===== src/design/word_hash_table_lookup_insert_core_macros.svh =====
// Assertion helpers for the word hash table core
`ifndef WORD_HASH_TABLE_LOOKUP_INSERT_CORE_MACROS_SVH
`define WORD_HASH_TABLE_LOOKUP_INSERT_CORE_MACROS_SVH

// same-cycle implication
`define WHT_ASSERT_IMP(lbl, clk, rst_n, a, c) \
  lbl: assert property (@(posedge clk) disable iff (!(rst_n)) (a) |-> (c)) \
    else $error("assertion failed");

// next-cycle implication
`define WHT_ASSERT_NXT(lbl, clk, rst_n, a, c) \
  lbl: assert property (@(posedge clk) disable iff (!(rst_n)) (a) |=> (c)) \
    else $error("assertion failed");

`endif


===== src/design/wht_pkg.sv =====
package wht_pkg;

  localparam int TABLE_DEPTH    = 4096;
  localparam int MAX_WORD_BYTES = 32;
  localparam int ADDR_W         = $clog2(TABLE_DEPTH);
  localparam int SIZE_W         = ADDR_W + 1;
  localparam int LEN_W          = $clog2(MAX_WORD_BYTES) + 1;
  localparam int BIDX_W         = $clog2(MAX_WORD_BYTES);
  localparam int ENTRY_W        = 1 + LEN_W + 8 * MAX_WORD_BYTES;

  localparam logic [31:0] HASH_SEED = 32'd1159241;
  localparam int          HASH_BITS = 31;
  localparam int          STEP_BITS = 7;
  localparam logic [STEP_BITS-1:0] PROBE_STEP = 7'd101;
  localparam int          DCNT_W    = 5;

  localparam logic [1:0] ST_FOUND    = 2'd0;
  localparam logic [1:0] ST_INSERTED = 2'd1;
  localparam logic [1:0] ST_FULL     = 2'd2;
  localparam logic [1:0] ST_TOO_LONG = 2'd3;

  typedef struct packed {
    logic acc;
    logic start;
    logic long_out;
    logic div_run;
    logic cap_home;
    logic step_load;
    logic cap_step;
    logic mem_rd;
    logic probe_next;
    logic insert;
    logic emit_found;
    logic emit_full;
    logic clr_wr;
  } wht_cmd_t;

  typedef struct packed {
    logic word_long;
    logic div_last;
    logic clr_last;
    logic slot_valid;
    logic slot_match;
    logic probes_last;
    logic out_busy;
  } wht_sts_t;

endpackage


===== src/design/wht_ctrl.sv =====
module wht_ctrl
  import wht_pkg::*;
(
  input  logic     clk,
  input  logic     rst_n,
  input  logic     in_valid,
  input  logic     in_last_byte,
  output logic     in_ready,
  output wht_cmd_t cmd,
  input  wht_sts_t sts
);

  typedef enum logic [5:0] {
    S_CLR  = 6'b000001,
    S_IDLE = 6'b000010,
    S_HDIV = 6'b000100,
    S_SDIV = 6'b001000,
    S_RD   = 6'b010000,
    S_CMP  = 6'b100000
  } state_t;

  state_t state_r, state_nxt;
  logic   acc;

  assign in_ready = (state_r == S_IDLE) && (!sts.out_busy || !in_last_byte);
  assign acc      = in_valid && in_ready;

  always_comb begin
    cmd       = '0;
    state_nxt = state_r;
    unique case (state_r)
      S_CLR: begin
        cmd.clr_wr = 1'b1;
        if (sts.clr_last) state_nxt = S_IDLE;
      end
      S_IDLE: begin
        if (acc) begin
          cmd.acc = 1'b1;
          if (in_last_byte) begin
            if (sts.word_long) begin
              cmd.long_out = 1'b1;
            end else begin
              cmd.start = 1'b1;
              state_nxt = S_HDIV;
            end
          end
        end
      end
      S_HDIV: begin
        cmd.div_run = 1'b1;
        if (sts.div_last) begin
          cmd.cap_home  = 1'b1;
          cmd.step_load = 1'b1;
          state_nxt     = S_SDIV;
        end
      end
      S_SDIV: begin
        cmd.div_run = 1'b1;
        if (sts.div_last) begin
          cmd.cap_step = 1'b1;
          state_nxt    = S_RD;
        end
      end
      S_RD: begin
        cmd.mem_rd = 1'b1;
        state_nxt  = S_CMP;
      end
      S_CMP: begin
        if (!sts.slot_valid) begin
          cmd.insert = 1'b1;
          state_nxt  = S_IDLE;
        end else if (sts.slot_match) begin
          cmd.emit_found = 1'b1;
          state_nxt      = S_IDLE;
        end else if (sts.probes_last) begin
          cmd.emit_full = 1'b1;
          state_nxt     = S_IDLE;
        end else begin
          cmd.probe_next = 1'b1;
          state_nxt      = S_RD;
        end
      end
      default: state_nxt = S_CLR;
    endcase
  end

  always_ff @(posedge clk) begin
    if (!rst_n) state_r <= S_CLR;
    else        state_r <= state_nxt;
  end

endmodule


===== config.mk =====
export PLATFORM = sky130hd
export DESIGN_NAME = wht_ctrl
export DESIGN_NICKNAME = d
export VERILOG_FILES = /design/src/design/word_hash_table_lookup_insert_core_macros.svh /design/src/design/wht_pkg.sv /design/src/design/wht_ctrl.sv
export SDC_FILE = /design/constraint.sdc
export NUM_CORES = 1
export LEC_CHECK = 0
export ABC_AREA = 0
export BUFFER_PORTS_ARGS = -buffer_cell sky130_fd_sc_hd__buf_2
export CAP_MARGIN = 20
export CORE_MARGIN = 2
export CORE_UTILIZATION = 39
export CTS_BUF_LIST = sky130_fd_sc_hd__clkbuf_16
export DETAILED_ROUTE_END_ITERATION = 16
export PLACE_DENSITY_LB_ADDON = 0.25
export SLEW_MARGIN = 20
export SYNTH_ARGS = -nofsm -noshare
export SYNTH_HDL_FRONTEND = slang
export SYNTH_SLANG_ARGS = --single-unit

===== constraint.sdc =====
create_clock -name clk -period 2.03 [get_ports clk]
set_input_delay 0.1015 -clock clk [delete_from_list [all_inputs] [get_ports clk]]
set_output_delay 0.1015 -clock clk [all_outputs]
set_load 0.03 [all_outputs]

After elaboration in Yosys (flattened, before gate mapping). Cells that the tools add are included.

Bits in registers: 6. Logic and storage cells: 51.

Eq/ne operators: 12. Mux-type cells: 31. Reductions and logical operators: 7.

Operators with widths (number): 2-to-1 mux 6 bit (6); one-hot mux 6 bit (6 select lines) (1); 2-to-1 mux 5 bit (3); 2-to-1 mux 1 bit (14); inequality test 2 bit (second input constant) (6); 2-to-1 mux 2 bit (4); == test 6 x 1 -> 1 bit (second input constant) (1); == test 6 x 2 -> 1 bit (second input constant) (1); == test 6 x 3 -> 1 bit (second input constant) (1); == test 6 x 4 -> 1 bit (second input constant) (1); == test 6 x 5 -> 1 bit (second input constant) (1); == test 6 bit (second input constant) (1); 2-to-1 mux 3 bit (2); AND reduction 6 bit (1); 2-to-1 mux 4 bit (1); logical AND 1 bit (2); logical NOT 1 bit (2); OR reduction 2 bit (1); logical OR 1 bit (1).

Longest topological paths before layout.
Depth after elaboration: 6. Gate-level depth with buffers: 5. Depth with buffers taken out: 4.

Worst setup path before layout. OpenSTA, ideal clock, no wires.

Path type: register -> register. Start: reg state_r[5]. End: reg state_r[5]. Arrival: 1.915 ns. Setup slack: 0.052 ns. Period minus slack after synthesis: 1.978 ns. Stages on the path, launching flop included: 5. Library setup time: 0.063 ns. Cell sequence: dfxtp_1 buf_6 or4_4 nor3b_1 and2_1.

Longest elaborated chain between the ends: 5.

Ends and longest elaborated chain: start, declared (RTL line wht_ctrl.sv:22) `state_t state_r, state_nxt;`; start signal, assigned (RTL line wht_ctrl.sv:89) `else state_r <= state_nxt;`; == test 6 x 2 -> 1 bit (RTL line wht_ctrl.sv:25, wht_ctrl.sv:31); logical AND 1 bit (RTL line wht_ctrl.sv:25) `assign in_ready = (state_r == S_IDLE) && (!sts.out_busy || !in_last_byte);`; logical AND 1 bit (RTL line wht_ctrl.sv:26) `assign acc = in_valid && in_ready;`; inequality test 2 bit (no source line); AND reduction 6 bit (no source line).

Several ways; a longest one is shown, not always the timed one. A chain may end at the register's enable or synchronous reset.

==> flow_metrics.py <==
metrics = {
    "outcome": {
        "status": "finished clean",
    },
    "timing": {
        "max_freq_mhz": 523,
        "finalHoldViolCount": 0,
        "setup_viol": 0,
        "relSlewSlack_pct": 67.6,
        "tightest_slew_ns": 0.482,
        "slew_viol_final": 0,
        "finalCritPeriodShare_pct": 94.2,
        "rsz0062_at_grt": "no",
        "setup_tns_ns": 0,
        "period_minus_slack_ns": 1.91,
        "fin_ws_ns": 0.118,
        "finalClockSkew_ns": 0.00213,
    },
    "cts": {
        "cts_setup_buffers": 0,
        "cts_tree": "built",
        "htreeDepth": 1,
        "ctsResizeCount": 0,
        "clock-sinks": 6,
        "hold_buffers": 0,
        "path_clk_slew_ns": 0.03,
        "clock_path_buffers": 2,
        "root_buffer": "clkbuf_16",
        "clock_latency_ns": 0.23,
        "cts_buffers": 3,
    },
    "drt": {
        "avgViaCountPerCell": 5.57,
        "wire_per_inst_um": 13.1,
        "ant_nets": 0,
        "drt-pass1-iter-count": 4,
        "first_iter_violations": 2,
        "drc": 0,
        "num_vias": 579,
        "routed_wl_mm": 1.36,
    },
    "floorplan": {
        "die_w_um": 40.3,
        "coreArea_sq_mm": 0.00127,
        "placementRows": 13,
        "initial_core_util_pct": 40.5,
        "die_h_um": 40.3,
        "pin_count": 25,
        "die-area_sq_mm": 0.00162,
    },
    "worst_setup_path": {
        "path_cells": "or4_4 -> or3b_4 -> inv_1 -> buf_2",
        "cp_top_family": "simple AND/OR/NAND/NOR gates",
        "cp_num_buf_inv": 2,
        "critPathMaxStageDelay_ns": 0.55,
        "cp_max_fo": 6,
        "setup.worst_path.end_class": "primary output",
        "crit_slowest_cell": "or4_4",
        "worstSetupPathType": "reg -> out",
        "cp.arrival_ns": 1.81,
        "critPathLaunchType": "flip-flop",
        "cp.required_ns": 1.93,
    },
    "cells_and_area": {
        "drive_gt1_share_pct": 40.4,
        "num-nets-final": 102,
        "area_growth_pct": 40.6,
        "reg.largest.list": "state_r: 6 flops",
        "fin_area_sq_um": 723,
        "n_antenna_cell": 0,
        "largest_reg_flops": 6,
        "regMostFlops": "state_r",
    },
    "synthesis": {
        "syn_area_per_cell_sq_um": 8.16,
        "yosysSeqAreaShare_pct": 23.4,
        "syn_nets": 74,
        "synth_edf_count": 0,
        "synth.distinct_cells": 37,
        "syn_inst": 63,
        "netlist_area_sq_um": 514,
        "synth_seq_cells": 6,
        "ys.flop_type": "dfxtp_1",
        "ys_async_sr_fraction_pct": 0,
        "synth_warnings": 0,
    },
    "place": {
        "gp_congestion": 0.833,
        "place_area_sq_um": 648,
        "dp_slack_ns": 0.132,
        "port_buffers": 24,
        "hpwl_mm": 1.04,
    },
    "grt": {
        "grt_overflow": 0,
        "grt_pass1_vias": 523,
        "grt_pass1_wl_mm": 2.33,
        "globalRouteTotalUtil_pct": 21.7,
        "grt_max_degree": 9,
        "antenna_found_initial": 0,
    },
    "power": {
        "vdd_drop_max_uv": 537,
        "p_per_area_mw_per_mm2": 1040,
        "power_uw": 754,
        "power_leakage_nw": 0.381,
    },
    "worst_hold_path": {
        "hold_class": "in -> reg",
    },
    "run": {
        "drv_cap": 0,
    },
}
placed cells by master (no fill, tap or decap), drive strengths merged, types with 2 or more instances in the layout:
cell type  instances
and2               2
and3               2
and4b              2
buf               27
clkbuf             3
dfxtp              6
inv                4
nand2              3
nand3              2
nand4b             2
nor2               8
nor3               2
nor4               2
o211a              2
o221a              2
or3b               2
xor2               3
power by group:
| group | internal (mW) | switching [mW] |
|---|---|---|
| Combinational | 0.112 | 0.153 |
| Sequential | 0.138 | 0.0321 |
| Clock | 0.253 | 0.0655 |
cell type report:
cell class / instances / area (sq um)
tap: 15 / 18.8
sequential: 6 / 120
timing repair buffer: 27 / 143
fill: 122 / 546
clock buffer: 3 / 75.1
multi-input combinational: 49 / 352
inverter: 4 / 15.0
cell families after synthesis:
family	synth area share [%]
AOI/OAI and AO/OA	18.5
muxes	1.95
and+or+nand+nor	42.8
DFF	23.4
buffers and inverters	8.27
xor gates and xnor gates	5.11
layer usage:
layer | track usage, % | share of wire [%] | up-vias
met5 | 0 | 0 | -
met3 | 3.33 | 4.9 | 2
met1 | 27.9 | 46 | 273
met2 | 35.1 | 48 | 16
met4 | 10.0 | 0.66 | 0
li1 | - | - | 288
synth_stat cells, types with 2 or more instances:
cell type  count  area, sq um
nor4_1         2         12.5
nor2_1         8         30.0
nor3_1         2         10.0
inv_1          4         15.0
o211a_1        2         20.0
xor2_1         3         26.3
and2_1         2         12.5
o221a_1        2         22.5
nand4b_1       2         17.5
nand3_1        2         10.0
dfxtp_1        6          120
nand2_1        3         11.3
worst paths after layout:
path / cells after the start / slack, ns / from / to
hold / removal: 2 / 0.12 / sts[4] / state_r[0]
hold reg to reg: 3 / 0.69 / state_r[3] / state_r[5]
setup reg to reg: 4 / 0.13 / state_r[1] / state_r[2]
setup / recovery: 4 / 0.12 / state_r[1] / cmd[0]
metrics by stage:
step,std cells,utilization [%],hold WS (ns)
after detailed placement,101,51.1,0.358
after floorplan,63,-,0.203
after global placement,101,51.1,0.356
final,104,57.0,0.119
after CTS,104,57.0,0.113
after global routing,104,57.0,0.128
Power figures use the tool's default switching activity.
